## config.mk

```make
export PLATFORM = sky130hd
export DESIGN_NAME = pid_motor_drive_core
export DESIGN_NICKNAME = d
export VERILOG_FILES = /design/src/pdm_pkg.sv /design/src/pdm_regs.sv /design/src/pdm_mul.sv /design/src/pid_motor_drive_core.sv
export SDC_FILE = /design/constraint.sdc
export NUM_CORES = 2
export LEC_CHECK = 0
export ABC_AREA = 1
export CAP_MARGIN = 5
export CELL_PAD_IN_SITES_DETAIL_PLACEMENT = 0
export CELL_PAD_IN_SITES_GLOBAL_PLACEMENT = 2
export CORE_UTILIZATION = 42
export DETAILED_ROUTE_END_ITERATION = 7
export DONT_BUFFER_PORTS = 1
export PLACE_DENSITY = 0.95
export SYNTH_ARGS = -nofsm -noshare
export SYNTH_HDL_FRONTEND = slang
export SYNTH_SLANG_ARGS = --single-unit
```

## constraint.sdc

```tcl
create_clock -name i_clk -period 10.3 [get_ports i_clk]
set_clock_uncertainty 0.1 [all_clocks]
set_input_delay 2.06 -clock i_clk [delete_from_list [all_inputs] [get_ports i_clk]]
set_output_delay 2.06 -clock i_clk [all_outputs]
set_load 0.02 [all_outputs]
```

## src/pdm_pkg.sv

```systemverilog
// ----------------------------------------------------------------------------
// pdm_pkg
// Shared types, register indexes and constants of the PID motor drive core.
// ----------------------------------------------------------------------------
package pdm_pkg;

    localparam int GAIN_W   = 16;
    localparam int CENTER_W = 11;
    localparam int SPAN_W   = 10;
    localparam int IN_W     = 16;
    localparam int ERR_W    = 17;
    localparam int DER_W    = 18;
    localparam int MA_W     = 17;
    localparam int PIDC_W   = 10;
    localparam int CMD_W    = 13;
    localparam int LOOP_W   = 32;
    localparam int SCALE_SH = 8;
    localparam int SP_W     = 20;
    localparam int PADDR_W  = 5;
    localparam int PDATA_W  = 32;
    localparam int IDX_W    = 3;

    localparam logic [IDX_W-1:0] REG_GAIN_P       = 3'd0;
    localparam logic [IDX_W-1:0] REG_GAIN_I       = 3'd1;
    localparam logic [IDX_W-1:0] REG_GAIN_D       = 3'd2;
    localparam logic [IDX_W-1:0] REG_DRIVE_CENTER = 3'd3;
    localparam logic [IDX_W-1:0] REG_DRIVE_SPAN   = 3'd4;

    localparam logic [GAIN_W-1:0]   RST_GAIN_P       = 16'd4096;
    localparam logic [GAIN_W-1:0]   RST_GAIN_I       = 16'd410;
    localparam logic [GAIN_W-1:0]   RST_GAIN_D       = 16'd41;
    localparam logic [CENTER_W-1:0] RST_DRIVE_CENTER = 11'd737;
    localparam logic [SPAN_W-1:0]   RST_DRIVE_SPAN   = 10'd500;

    // Unit loop output in Q8.8; beyond it the command clamp always wins.
    localparam logic signed [PIDC_W-1:0] PIDC_LIM = 10'sd256;
    localparam logic signed [SP_W-1:0]   TRUNC_BIAS = 20'sd255;

    typedef struct packed {
        logic signed [IN_W-1:0] setpoint;
        logic signed [IN_W-1:0] measured;
    } t_in_word;

    typedef struct packed {
        logic signed [CMD_W-1:0]  drive_command;
        logic signed [LOOP_W-1:0] loop_output;
    } t_out_word;

    typedef struct packed {
        logic [GAIN_W-1:0]   gain_p;
        logic [GAIN_W-1:0]   gain_i;
        logic [GAIN_W-1:0]   gain_d;
        logic [CENTER_W-1:0] drive_center;
        logic [SPAN_W-1:0]   drive_span;
    } t_cfg;

    typedef enum logic [3:0] {
        ST_IDLE,
        ST_PREP,
        ST_MUL_P,
        ST_MUL_ILO,
        ST_MUL_IHI,
        ST_MUL_D,
        ST_ACC_D,
        ST_REDUCE,
        ST_SCALE,
        ST_OUT
    } t_state;

endpackage

```

## src/pdm_regs.sv

```systemverilog
// ----------------------------------------------------------------------------
// pdm_regs
// APB-style configuration registers: gains, drive center and drive span.
// ----------------------------------------------------------------------------
module pdm_regs (
    input  logic                          i_clk,
    input  logic                          i_rst_n,
    input  logic                          i_psel,
    input  logic                          i_penable,
    input  logic                          i_pwrite,
    input  logic [pdm_pkg::PADDR_W-1:0]   i_paddr,
    input  logic [pdm_pkg::PDATA_W-1:0]   i_pwdata,
    output logic [pdm_pkg::PDATA_W-1:0]   o_prdata,
    output logic                          o_pready,
    output pdm_pkg::t_cfg                 o_cfg
);
    import pdm_pkg::*;

    t_cfg             r_cfg;
    logic [IDX_W-1:0] w_idx;
    logic             w_wr;

    assign w_idx    = i_paddr[PADDR_W-1:2];
    assign o_pready = 1'b1;
    assign w_wr     = i_psel && i_penable && i_pwrite;
    assign o_cfg    = r_cfg;

    always_ff @(posedge i_clk) begin
        if (!i_rst_n) begin
            r_cfg.gain_p       <= RST_GAIN_P;
            r_cfg.gain_i       <= RST_GAIN_I;
            r_cfg.gain_d       <= RST_GAIN_D;
            r_cfg.drive_center <= RST_DRIVE_CENTER;
            r_cfg.drive_span   <= RST_DRIVE_SPAN;
        end else if (w_wr) begin
            unique case (w_idx)
                REG_GAIN_P:       r_cfg.gain_p       <= i_pwdata[GAIN_W-1:0];
                REG_GAIN_I:       r_cfg.gain_i       <= i_pwdata[GAIN_W-1:0];
                REG_GAIN_D:       r_cfg.gain_d       <= i_pwdata[GAIN_W-1:0];
                REG_DRIVE_CENTER: r_cfg.drive_center <= i_pwdata[CENTER_W-1:0];
                REG_DRIVE_SPAN:   r_cfg.drive_span   <= i_pwdata[SPAN_W-1:0];
                default: ;
            endcase
        end
    end

    always_comb begin
        unique case (w_idx)
            REG_GAIN_P:       o_prdata = PDATA_W'(r_cfg.gain_p);
            REG_GAIN_I:       o_prdata = PDATA_W'(r_cfg.gain_i);
            REG_GAIN_D:       o_prdata = PDATA_W'(r_cfg.gain_d);
            REG_DRIVE_CENTER: o_prdata = PDATA_W'(r_cfg.drive_center);
            REG_DRIVE_SPAN:   o_prdata = PDATA_W'(r_cfg.drive_span);
            default:          o_prdata = '0;
        endcase
    end

endmodule

```

## src/pdm_mul.sv

```systemverilog
// ----------------------------------------------------------------------------
// pdm_mul
// Shared signed multiplier with a registered product and a load enable.
// ----------------------------------------------------------------------------
module pdm_mul #(
    parameter int B_W = 25
) (
    input  logic                              i_clk,
    input  logic                              i_en,
    input  logic signed [pdm_pkg::MA_W-1:0]   i_a,
    input  logic signed [B_W-1:0]             i_b,
    output logic signed [pdm_pkg::MA_W+B_W-1:0] o_prod
);
    import pdm_pkg::*;

    logic signed [MA_W+B_W-1:0] r_prod;
    logic signed [MA_W+B_W-1:0] n_prod;

    assign n_prod = (MA_W+B_W)'(i_a) * (MA_W+B_W)'(i_b);
    assign o_prod = r_prod;

    always_ff @(posedge i_clk) begin
        if (i_en) begin
            r_prod <= n_prod;
        end
    end

endmodule

```

## src/pid_motor_drive_core.sv

```systemverilog
// ----------------------------------------------------------------------------
// pid_motor_drive_core
// Fixed-point PID speed controller that produces a clamped motor command.
// ----------------------------------------------------------------------------
// Each input word (setpoint, measured; signed Q8.8) is processed on its own and
// yields one output word with the clamped motor command and the Q8.8 loop
// output. The core takes one word at a time: a small sequencer steps
// through ten states (idle, prepare, four multiply states, the last accumulate,
// reduce, scale and output), running the single 17-bit by 18-bit multiplier five
// times per word (P, the low and high halves of the integral, D, and the
// command scaling). The input is stalled until the result has been loaded into
// the output register, and the output state waits as long as a previous word
// is still held there. A finished word waits in that register while the next
// word is accepted. Configuration writes belong in idle periods.
module pid_motor_drive_core #(
    parameter int GAIN_FRAC_BITS = 12,
    parameter int SUM_WIDTH      = 32
) (
    input  logic                          i_clk,
    input  logic                          i_rst_n,
    input  logic                          i_in_valid,
    output logic                          o_in_stall,
    input  pdm_pkg::t_in_word             i_in_word,
    output logic                          o_out_valid,
    input  logic                          i_out_stall,
    output pdm_pkg::t_out_word            o_out_word,
    input  logic                          psel,
    input  logic                          penable,
    input  logic                          pwrite,
    input  logic [pdm_pkg::PADDR_W-1:0]   paddr,
    input  logic [pdm_pkg::PDATA_W-1:0]   pwdata,
    output logic [pdm_pkg::PDATA_W-1:0]   prdata,
    output logic                          pready
);
    import pdm_pkg::*;

    localparam int LO_W  = SUM_WIDTH / 2;
    localparam int HI_W  = SUM_WIDTH - LO_W;
    localparam int MB_W  = (HI_W + 1 > DER_W) ? HI_W + 1 : DER_W;
    localparam int PW    = MA_W + MB_W;
    localparam int ACC_W = SUM_WIDTH + 18;

    localparam logic signed [ACC_W-1:0] LOOP_MAX = ACC_W'(signed'(32'h7FFF_FFFF));
    localparam logic signed [ACC_W-1:0] LOOP_MIN = ACC_W'(signed'(32'h8000_0000));
    localparam logic signed [ACC_W-1:0] PIDC_MAX = ACC_W'(PIDC_LIM);
    localparam logic signed [ACC_W-1:0] PIDC_MIN = -ACC_W'(PIDC_LIM);

    t_cfg w_cfg;

    t_state r_state;
    t_state n_state;

    logic signed [ERR_W-1:0]     r_err;
    logic signed [ERR_W-1:0]     r_last_err;
    logic signed [SUM_WIDTH-1:0] r_sum;
    logic signed [DER_W-1:0]     r_deriv;
    logic signed [ACC_W-1:0]     r_acc;
    logic signed [LOOP_W-1:0]    r_pid;
    logic signed [PIDC_W-1:0]    r_pidc;
    t_out_word                   r_out;
    logic                        r_out_valid;

    logic                     w_accept;
    logic                     w_out_free;
    logic                     w_mul_en;
    logic signed [MA_W-1:0]   w_mul_a;
    logic signed [MB_W-1:0]   w_mul_b;
    logic signed [PW-1:0]     w_prod;
    logic                     w_acc_clr;
    logic                     w_acc_add;
    logic                     w_acc_shift;

    logic signed [SUM_WIDTH:0]   w_sum_ext;
    logic signed [SUM_WIDTH-1:0] w_sum_sat;
    logic signed [ACC_W-1:0]     w_prod_ext;
    logic signed [ACC_W-1:0]     w_term;
    logic signed [ACC_W-1:0]     w_floor;
    logic signed [SP_W-1:0]      w_scaled;
    logic signed [SP_W-1:0]      w_biased;
    logic signed [SP_W-1:0]      w_quot;
    logic signed [CMD_W-1:0]     w_cmd;
    logic signed [CMD_W-1:0]     w_lim_hi;
    logic signed [CMD_W-1:0]     w_lim_lo;

    pdm_regs u_regs (
        .i_clk     (i_clk),
        .i_rst_n   (i_rst_n),
        .i_psel    (psel),
        .i_penable (penable),
        .i_pwrite  (pwrite),
        .i_paddr   (paddr),
        .i_pwdata  (pwdata),
        .o_prdata  (prdata),
        .o_pready  (pready),
        .o_cfg     (w_cfg)
    );

    pdm_mul #(
        .B_W (MB_W)
    ) u_mul (
        .i_clk  (i_clk),
        .i_en   (w_mul_en),
        .i_a    (w_mul_a),
        .i_b    (w_mul_b),
        .o_prod (w_prod)
    );

    assign w_accept    = i_in_valid && (r_state == ST_IDLE);
    assign w_out_free  = !r_out_valid || !i_out_stall;
    assign o_in_stall  = (r_state != ST_IDLE);
    assign o_out_valid = r_out_valid;
    assign o_out_word  = r_out;

    // Integral update with saturation; one extra bit catches the overflow.
    assign w_sum_ext = (SUM_WIDTH+1)'(r_sum) + (SUM_WIDTH+1)'(r_err);
    always_comb begin
        if (w_sum_ext[SUM_WIDTH] != w_sum_ext[SUM_WIDTH-1]) begin
            w_sum_sat = {w_sum_ext[SUM_WIDTH], {(SUM_WIDTH-1){~w_sum_ext[SUM_WIDTH]}}};
        end else begin
            w_sum_sat = w_sum_ext[SUM_WIDTH-1:0];
        end
    end

    assign w_prod_ext = ACC_W'(w_prod);
    assign w_term     = w_acc_shift ? (w_prod_ext <<< LO_W) : w_prod_ext;
    assign w_floor    = r_acc >>> GAIN_FRAC_BITS;

    // Division by 256 truncating toward zero: bias negative products first.
    assign w_scaled = SP_W'(w_prod);
    assign w_biased = w_scaled + (w_scaled[SP_W-1] ? TRUNC_BIAS : '0);
    assign w_quot   = w_biased >>> SCALE_SH;
    assign w_cmd    = CMD_W'(w_cfg.drive_center) + CMD_W'(w_quot);
    assign w_lim_hi = CMD_W'(w_cfg.drive_center) + CMD_W'(w_cfg.drive_span);
    assign w_lim_lo = CMD_W'(w_cfg.drive_center) - CMD_W'(w_cfg.drive_span);

    // Next state.
    always_comb begin
        n_state = r_state;
        unique case (r_state)
            ST_IDLE:    if (w_accept) n_state = ST_PREP;
            ST_PREP:    n_state = ST_MUL_P;
            ST_MUL_P:   n_state = ST_MUL_ILO;
            ST_MUL_ILO: n_state = ST_MUL_IHI;
            ST_MUL_IHI: n_state = ST_MUL_D;
            ST_MUL_D:   n_state = ST_ACC_D;
            ST_ACC_D:   n_state = ST_REDUCE;
            ST_REDUCE:  n_state = ST_SCALE;
            ST_SCALE:   n_state = ST_OUT;
            ST_OUT:     if (w_out_free) n_state = ST_IDLE;
            default:    n_state = ST_IDLE;
        endcase
    end

    // Multiplier operands and accumulator control. Each product is added in the
    // cycle after it is issued, since the multiplier output is registered.
    always_comb begin
        w_mul_en    = 1'b0;
        w_mul_a     = '0;
        w_mul_b     = '0;
        w_acc_clr   = 1'b0;
        w_acc_add   = 1'b0;
        w_acc_shift = 1'b0;
        unique case (r_state)
            ST_MUL_P: begin
                w_mul_en  = 1'b1;
                w_mul_a   = MA_W'(w_cfg.gain_p);
                w_mul_b   = MB_W'(r_err);
                w_acc_clr = 1'b1;
            end
            ST_MUL_ILO: begin
                w_mul_en  = 1'b1;
                w_mul_a   = MA_W'(w_cfg.gain_i);
                w_mul_b   = MB_W'(r_sum[LO_W-1:0]);
                w_acc_add = 1'b1;
            end
            ST_MUL_IHI: begin
                w_mul_en  = 1'b1;
                w_mul_a   = MA_W'(w_cfg.gain_i);
                w_mul_b   = MB_W'(signed'(r_sum[SUM_WIDTH-1:LO_W]));
                w_acc_add = 1'b1;
            end
            ST_MUL_D: begin
                w_mul_en    = 1'b1;
                w_mul_a     = MA_W'(w_cfg.gain_d);
                w_mul_b     = MB_W'(r_deriv);
                w_acc_add   = 1'b1;
                w_acc_shift = 1'b1;
            end
            ST_ACC_D: begin
                w_acc_add = 1'b1;
            end
            ST_SCALE: begin
                w_mul_en = 1'b1;
                w_mul_a  = MA_W'(w_cfg.drive_span);
                w_mul_b  = MB_W'(r_pidc);
            end
            default: ;
        endcase
    end

    always_ff @(posedge i_clk) begin
        if (!i_rst_n) begin
            r_state <= ST_IDLE;
        end else begin
            r_state <= n_state;
        end
    end

    always_ff @(posedge i_clk) begin
        if (!i_rst_n) begin
            r_last_err <= '0;
            r_sum      <= '0;
        end else if (r_state == ST_PREP) begin
            r_last_err <= r_err;
            r_sum      <= w_sum_sat;
        end
    end

    always_ff @(posedge i_clk) begin
        if (w_accept) begin
            r_err <= ERR_W'(i_in_word.setpoint) - ERR_W'(i_in_word.measured);
        end
        if (r_state == ST_PREP) begin
            r_deriv <= DER_W'(r_err) - DER_W'(r_last_err);
        end
        if (w_acc_clr) begin
            r_acc <= '0;
        end else if (w_acc_add) begin
            r_acc <= r_acc + w_term;
        end
        if (r_state == ST_REDUCE) begin
            if (w_floor > LOOP_MAX) begin
                r_pid <= LOOP_W'(LOOP_MAX);
            end else if (w_floor < LOOP_MIN) begin
                r_pid <= LOOP_W'(LOOP_MIN);
            end else begin
                r_pid <= LOOP_W'(w_floor);
            end
            if (w_floor > PIDC_MAX) begin
                r_pidc <= PIDC_LIM;
            end else if (w_floor < PIDC_MIN) begin
                r_pidc <= -PIDC_LIM;
            end else begin
                r_pidc <= PIDC_W'(w_floor);
            end
        end
        if (r_state == ST_OUT && w_out_free) begin
            r_out.drive_command <= w_cmd;
            r_out.loop_output   <= r_pid;
        end
    end

    always_ff @(posedge i_clk) begin
        if (!i_rst_n) begin
            r_out_valid <= 1'b0;
        end else if (r_state == ST_OUT && w_out_free) begin
            r_out_valid <= 1'b1;
        end else if (!i_out_stall) begin
            r_out_valid <= 1'b0;
        end
    end

    a_accept_starts: assert property (@(posedge i_clk) disable iff (!i_rst_n)
        w_accept |=> (r_state == ST_PREP))
        else $error("accepted word did not start the sequence");

    a_pidc_range: assert property (@(posedge i_clk) disable iff (!i_rst_n)
        (r_state == ST_SCALE) |-> (r_pidc <= PIDC_LIM && r_pidc >= -PIDC_LIM))
        else $error("clipped loop output out of range");

    a_result_loaded: assert property (@(posedge i_clk) disable iff (!i_rst_n)
        (r_state == ST_OUT && w_out_free) |=> (r_out_valid && r_state == ST_IDLE))
        else $error("finished word not presented");

    a_cmd_bound: assert property (@(posedge i_clk) disable iff (!i_rst_n)
        (r_state == ST_OUT && w_out_free)
            |-> (w_cmd <= w_lim_hi && w_cmd >= w_lim_lo))
        else $error("motor command outside center plus or minus span");

endmodule

```

======== Yosys cells after proc, flatten, opt, wreduce, memory -nomap -nowiden ========
Index checks and enable logic that the tools add are counted.
cells by class
  add/subtract/negate cells ............... 6
  multipliers ............................. 1
  order comparisons ....................... 4
  eq/ne operators ......................... 17
  mux-type cells .......................... 17
  bitwise operators ....................... 1
  reduce and logical (&&, ||, !) cells .... 20
operator list
  kind                                                                               count
  18-bit one-hot mux with 5 select lines                                             1
  16-bit one-hot mux with 5 select lines                                             1
  32-bit 2-to-1 mux                                                                  2
  16-bit one-hot mux with 4 select lines                                             1
  50-bit adder                                                                       1
  50-bit 2-to-1 mux                                                                  1
  4-bit one-hot mux with 10 select lines                                             1
  38-bit by 10-bit greater-than comparator with 1-bit output, second input constant  1
  38-bit by 32-bit greater-than comparator with 1-bit output, second input constant  1
  38-bit by 32-bit less-than comparator with 1-bit output, second input constant     1
  38-bit by 9-bit less-than comparator with 1-bit output, second input constant      1
  17-bit by 18-bit multiplier with 35-bit output                                     1
  32-bit by 17-bit adder with 33-bit output                                          1
  20-bit by 8-bit adder with 20-bit output                                           1
  17-bit by 17-bit subtractor with 18-bit output                                     1
  16-bit by 16-bit subtractor with 17-bit output                                     1
  4-bit by 3-bit equality test with 1-bit output, second input constant              4
  12-bit by 12-bit adder with 13-bit output                                          1
  2-bit AND reduction                                                                6
  10-bit 2-to-1 mux                                                                  1
  4-bit by 2-bit equality test with 1-bit output, second input constant              2
  4-bit equality test, second input constant                                         2
  4-bit 2-to-1 mux                                                                   2
  8-bit 2-to-1 mux                                                                   1
  other kinds (18)                                                                   30
word-level totals
  register bits after elaboration ......... 330
  bits of input ports ..................... 76

======== Depth between registers and ports, before layout ========
  depth after elaboration ................. 4
  depth in mapped cells ................... 39
  depth with buffers taken out ............ 37

======== By module ========
A second synthesis with hierarchy kept.
second synthesis, totals
  cell total of the unflattened synthesis .. 4799
  area total of the unflattened synthesis .. 34830.9 sq um
modules (own cells, without submodules)
  module                instances  cells an instance  area an instance (sq um)  sequential area each (sq um)
  pid_motor_drive_core  1          2524               17603.1                   5745.5
  pdm_mul               1          1731               13583.0                   1051.0
  pdm_regs              1          544                3644.7                    1381.3

======== Worst setup path before layout ========
Ideal clock, no wire load.
  path kind ............................... reg2reg
  start point ............................. reg r_state[1]
  end point ............................... reg u_mul.r_prod[34], in the netlist u_mul.o_prod[34], data pin
  library setup time ...................... 0.252 ns
  arrival ................................. 6.442 ns
  slack ................................... 3.506 ns
  stages on the path, launching flop included .. 27
  clock period less this slack ............ 6.794 ns
  path through ............................ dfxtp_1 -> nand2_2 -> nor2_4 -> nor2_2 -> inv_4 -> buf_6 -> nand2_1 -> and2_4 -> inv_4 -> buf_6 -> nand2_1 -> fa_1 -> inv_1 -> fa_1 -> inv_1 -> fa_1 -> fa_1 -> fa_1 -> fa_1 -> inv_1 -> ha_1 -> a21oi_1 -> o21ai_0 -> a221oi_1 -> nand2_1 -> nand2_1 -> nand2_1
on the way
  word-level cells in the longest chain between the ends .. 4
ends and longest elaborated chain
  element                                                                                                                  line                         RTL
  start: declaration                                                                                                       pid_motor_drive_core.sv:50   t_state r_state;
  start signal: assignment                                                                                                 pid_motor_drive_core.sv:205  r_state <= n_state;
  4-bit by 3-bit equality test with 1-bit output / 4-bit by 2-bit equality test with 1-bit output (equally long branches)  pid_motor_drive_core.sv:163  unique case (r_state)
  2-bit OR reduction (no source line)                                                                                      -
  16-bit one-hot mux with 4 select lines                                                                                   pid_motor_drive_core.sv:163
  17-bit by 18-bit multiplier with 35-bit output *                                                                         pdm_mul.sv:19                assign n_prod = (MA_W+B_W)'(i_a) * (MA_W+B_W)'(i_b);
  named net u_mul.n_prod[34]                                                                                               pdm_mul.sv:17                logic signed [MA_W+B_W-1:0] n_prod;
  end signal: assignment                                                                                                   pdm_mul.sv:24                r_prod <= n_prod;
  end: declaration                                                                                                         pdm_mul.sv:16                logic signed [MA_W+B_W-1:0] r_prod;
Mark *: on every way through the listed nets, which the timed path passes. The rest lies on a longest branch.
A chain may end at the register's enable or synchronous reset.

======== Final worst setup path ========
  start point ............................. reg r_state[2]
  end point ............................... reg u_mul.r_prod[34], in the netlist u_mul.o_prod[34], data pin
The elaborated chain is that of the path after synthesis.

==> results.json <==
{
  "cts_buffers": 40,
  "wl_per_cell_um": 19.2,
  "dieArea_um2": 79900,
  "final_common_cell": "nand2_1",
  "grt_pass1_wl_um": 161000,
  "cts_setup_buffers": 0,
  "fin_util": 0.453,
  "final_nets": 4916,
  "crit_path_start": "r_state[2]$_SDFFE_PN0P_",
  "yosysSeqAreaShare": 0.247,
  "synth_edf_count": 157,
  "cts_tree": "built",
  "place_area_um2": 33800,
  "antenna_found_initial": 0,
  "fp.coreArea_um2": 77700,
  "netlist_area_um2": 33100,
  "critPathKind": "flop to flop",
  "drt_wl_total_um": 103000,
  "endpoint_kind": "flop",
  "syn_area_per_cell_um2": 7.56,
  "leakagePower_nw": 17.6,
  "p_total_mw": 5.76,
  "worstPathRequired_ns": 10.53,
  "clkLatencyLatePin_ns": 0.62,
  "min_period_ns": 8.32,
  "layout_setup_ws_ns": 1.98,
  "postRouteAntennaNets": 0,
  "max_freq_mhz": 120,
  "peakVddDrop_mv": 0.127,
  "holdBufCountCts": 0,
  "cp_slowest_cell": "fa_1",
  "cap_viol_max_count": 0,
  "final_cell_count_no_fill": 5393,
  "cp.arrival_ns": 8.55,
  "hold_start": "r_pid[7]$_SDFFCE_PN1P_",
  "area_growth_pct": 6.53,
  "slowest_delay_ns": 0.88,
  "finalSetupViolCount": 0,
  "clockRootBuffer": "clkbuf_16",
  "clk_pin_slew_ns": 0.06,
  "status": "finished, final reports clean",
  "fin_tns_setup_ns": 0,
  "num_vias": 27800,
  "grt_max_degree": 113,
  "grt_usage": 0.264,
  "numPortBuffers": 0,
  "crit_top_cell": "fa_1",
  "drive_gt1_frac": 0.0402,
  "drc_errors": 0,
  "ff2ff_path_depth": 27,
  "drt_iter0_markers": 2100,
  "holdPathStages": 0,
  "yosys.area.top_type_share": 0.180,
  "ys_types": 64,
  "diodes": 0,
  "fin_area_um2": 35200,
  "die_width_um": 283,
  "hpwl_um": 82600,
  "timing.final.max_slew_violations": 0,
  "finalCritPeriodShare": 0.808,
  "ys_warn_count": 0,
  "post_cts_resized": 0,
  "cp_max_fo": 17,
  "gp_congestion": 0.953,
  "cts_sinks": 330,
  "htree_levels": 2,
  "hold_path_end": "o_out_word[7]$_DFFE_PP_",
  "dp_slack_ns": 2.04,
  "layout_common_cells": "nand2_1, inv_1, nor2_1",
  "hold_violations": 0,
  "viasPerCell": 5.16,
  "grt_remaining_overflow": 0,
  "r2r-start": "r_state[2]$_SDFFE_PN0P_",
  "clock_tree.buffer_depth": 3,
  "tightestPinTransition_ns": 1.17,
  "grt_setup_unrepaired": "false",
  "firstDrtPassIters": 8,
  "die_h_um": 283,
  "r2r_slack_ns": 1.98,
  "synthTopCellsByArea": "fa_1, edfxtp_1, dfxtp_1",
  "syn_inst": 4376,
  "first_global_vias": 27600,
  "placedCellCount": 5319,
  "cp-start-kind": "flop",
  "yosys.area.top_type": "fa_1",
  "initial_core_util": 0.426,
  "async_flop_share": 0,
  "rr_endpoint": "u_mul.o_prod[34]$_DFFE_PP_",
  "slew_headroom": 0.218,
  "rows": 102,
  "synth_ff_type": "dfxtp_1",
  "min_path_type": "flop to flop",
  "p_per_area_nw_per_um2": 163,
  "holdWs_ns": 0.319,
  "yosys_register_bits": 330,
  "io_pins": 156
}
[worst max path at each step]
stage / to / cells past startpoint / slack [ns]
after detailed placement: u_mul.o_prod[34]$_DFFE_PP_ / 27 / 2.04
after global routing: u_mul.o_prod[34]$_DFFE_PP_ / 27 / 1.49
after CTS: u_mul.o_prod[34]$_DFFE_PP_ / 27 / 1.95
final: u_mul.o_prod[34]$_DFFE_PP_ / 27 / 1.98
after floorplan: u_mul.o_prod[34]$_DFFE_PP_ / 26 / 3.51
after global placement: u_mul.o_prod[34]$_DFFE_PP_ / 27 / 2.05
[synth_stat cells, types with 4 or more instances]
cell and number:
nor2_2 7, buf_2 28, clkbuf_1 51, o21ai_1 9
buf_4 31, o21ai_0 318, edfxtp_1 157, inv_1 906
nand3_1 132, inv_4 6, a22oi_1 6, fa_1 298
nand4_1 34, dfxtp_1 173, nor4_1 10, nand2_1 922
a21oi_2 5, nand3b_1 6, a21oi_1 264, xnor2_1 40
o21bai_1 54, o221ai_1 6, and2_1 8, xor2_1 77
ha_1 221, a221oi_1 14, nor2_1 399, inv_2 24
a221oi_2 11, a31oi_1 9, nand2_2 10, a21boi_0 10
nor3_1 31, o211ai_1 12, o31ai_1 4, o2111ai_1 5
buf_6 20, a21o_1 13, o22ai_1 5
[sequential cells by signal, summed over array words and instances, names as in the netlist]
register / flops
r_sum: 32
o_out_word: 45
r_deriv: 18
r_state: 4
u_mul.o_prod: 35
r_acc: 50
u_regs.o_cfg: 69
r_err: 17
r_last_err: 17
r_pidc: 10
r_pid: 32
o_out_valid: 1
[layer usage]
layer	wire length, um	up-vias	part of all wire	GRT usage
li1	-	13600	-	-
met1	47800	13300	0.46	0.368
met2	47000	812	0.45	0.433
met3	6180	127	0.060	0.0316
met4	2490	0	0.024	0.0685
met5	0	-	0	0
[cell families (layout without fill, tap and decap cells)]
group / after synthesis / after routing / synth area share
compound gates: 760 / 760 / 0.132
xor+xnor: 117 / 117 / 0.0310
fa+ha+maj: 519 / 519 / 0.264
buf+inv: 1070 / 1032 / 0.131
flops: 330 / 330 / 0.247
other cells: 2 / 17 / 0.000227
simple gates: 1578 / 1578 / 0.194
[power breakdown]
group | leakage (nW) | total (mW) | internal (mW) | switching [mW]
clock network | 0.673 | 1.52 | 0.880 | 0.643
registers | 2.86 | 1.80 | 1.60 | 0.200
logic | 14.0 | 2.43 | 0.765 | 1.67
[worst max-delay path, delay by kind of cell, from the launching register on]
kind,cells,cell delay [ns]
and+or+nand+nor,11,1.88
DFF,1,0.35
adders and majority gates,7,4.13
AOI/OAI and AO/OA,1,0.34
buffers and inverters,8,1.22
[area by class of cell]
class / count / area (um2)
multi-input cells: 2991 / 20600
clock buffers: 55 / 1120
fillers: 8021 / 42500
inverters: 937 / 3530
well taps: 1040 / 1300
clock inverters: 19 / 293
repair buffers: 21 / 158
flip-flops and latches: 330 / 8180
Power figures use the tool's default switching activity.
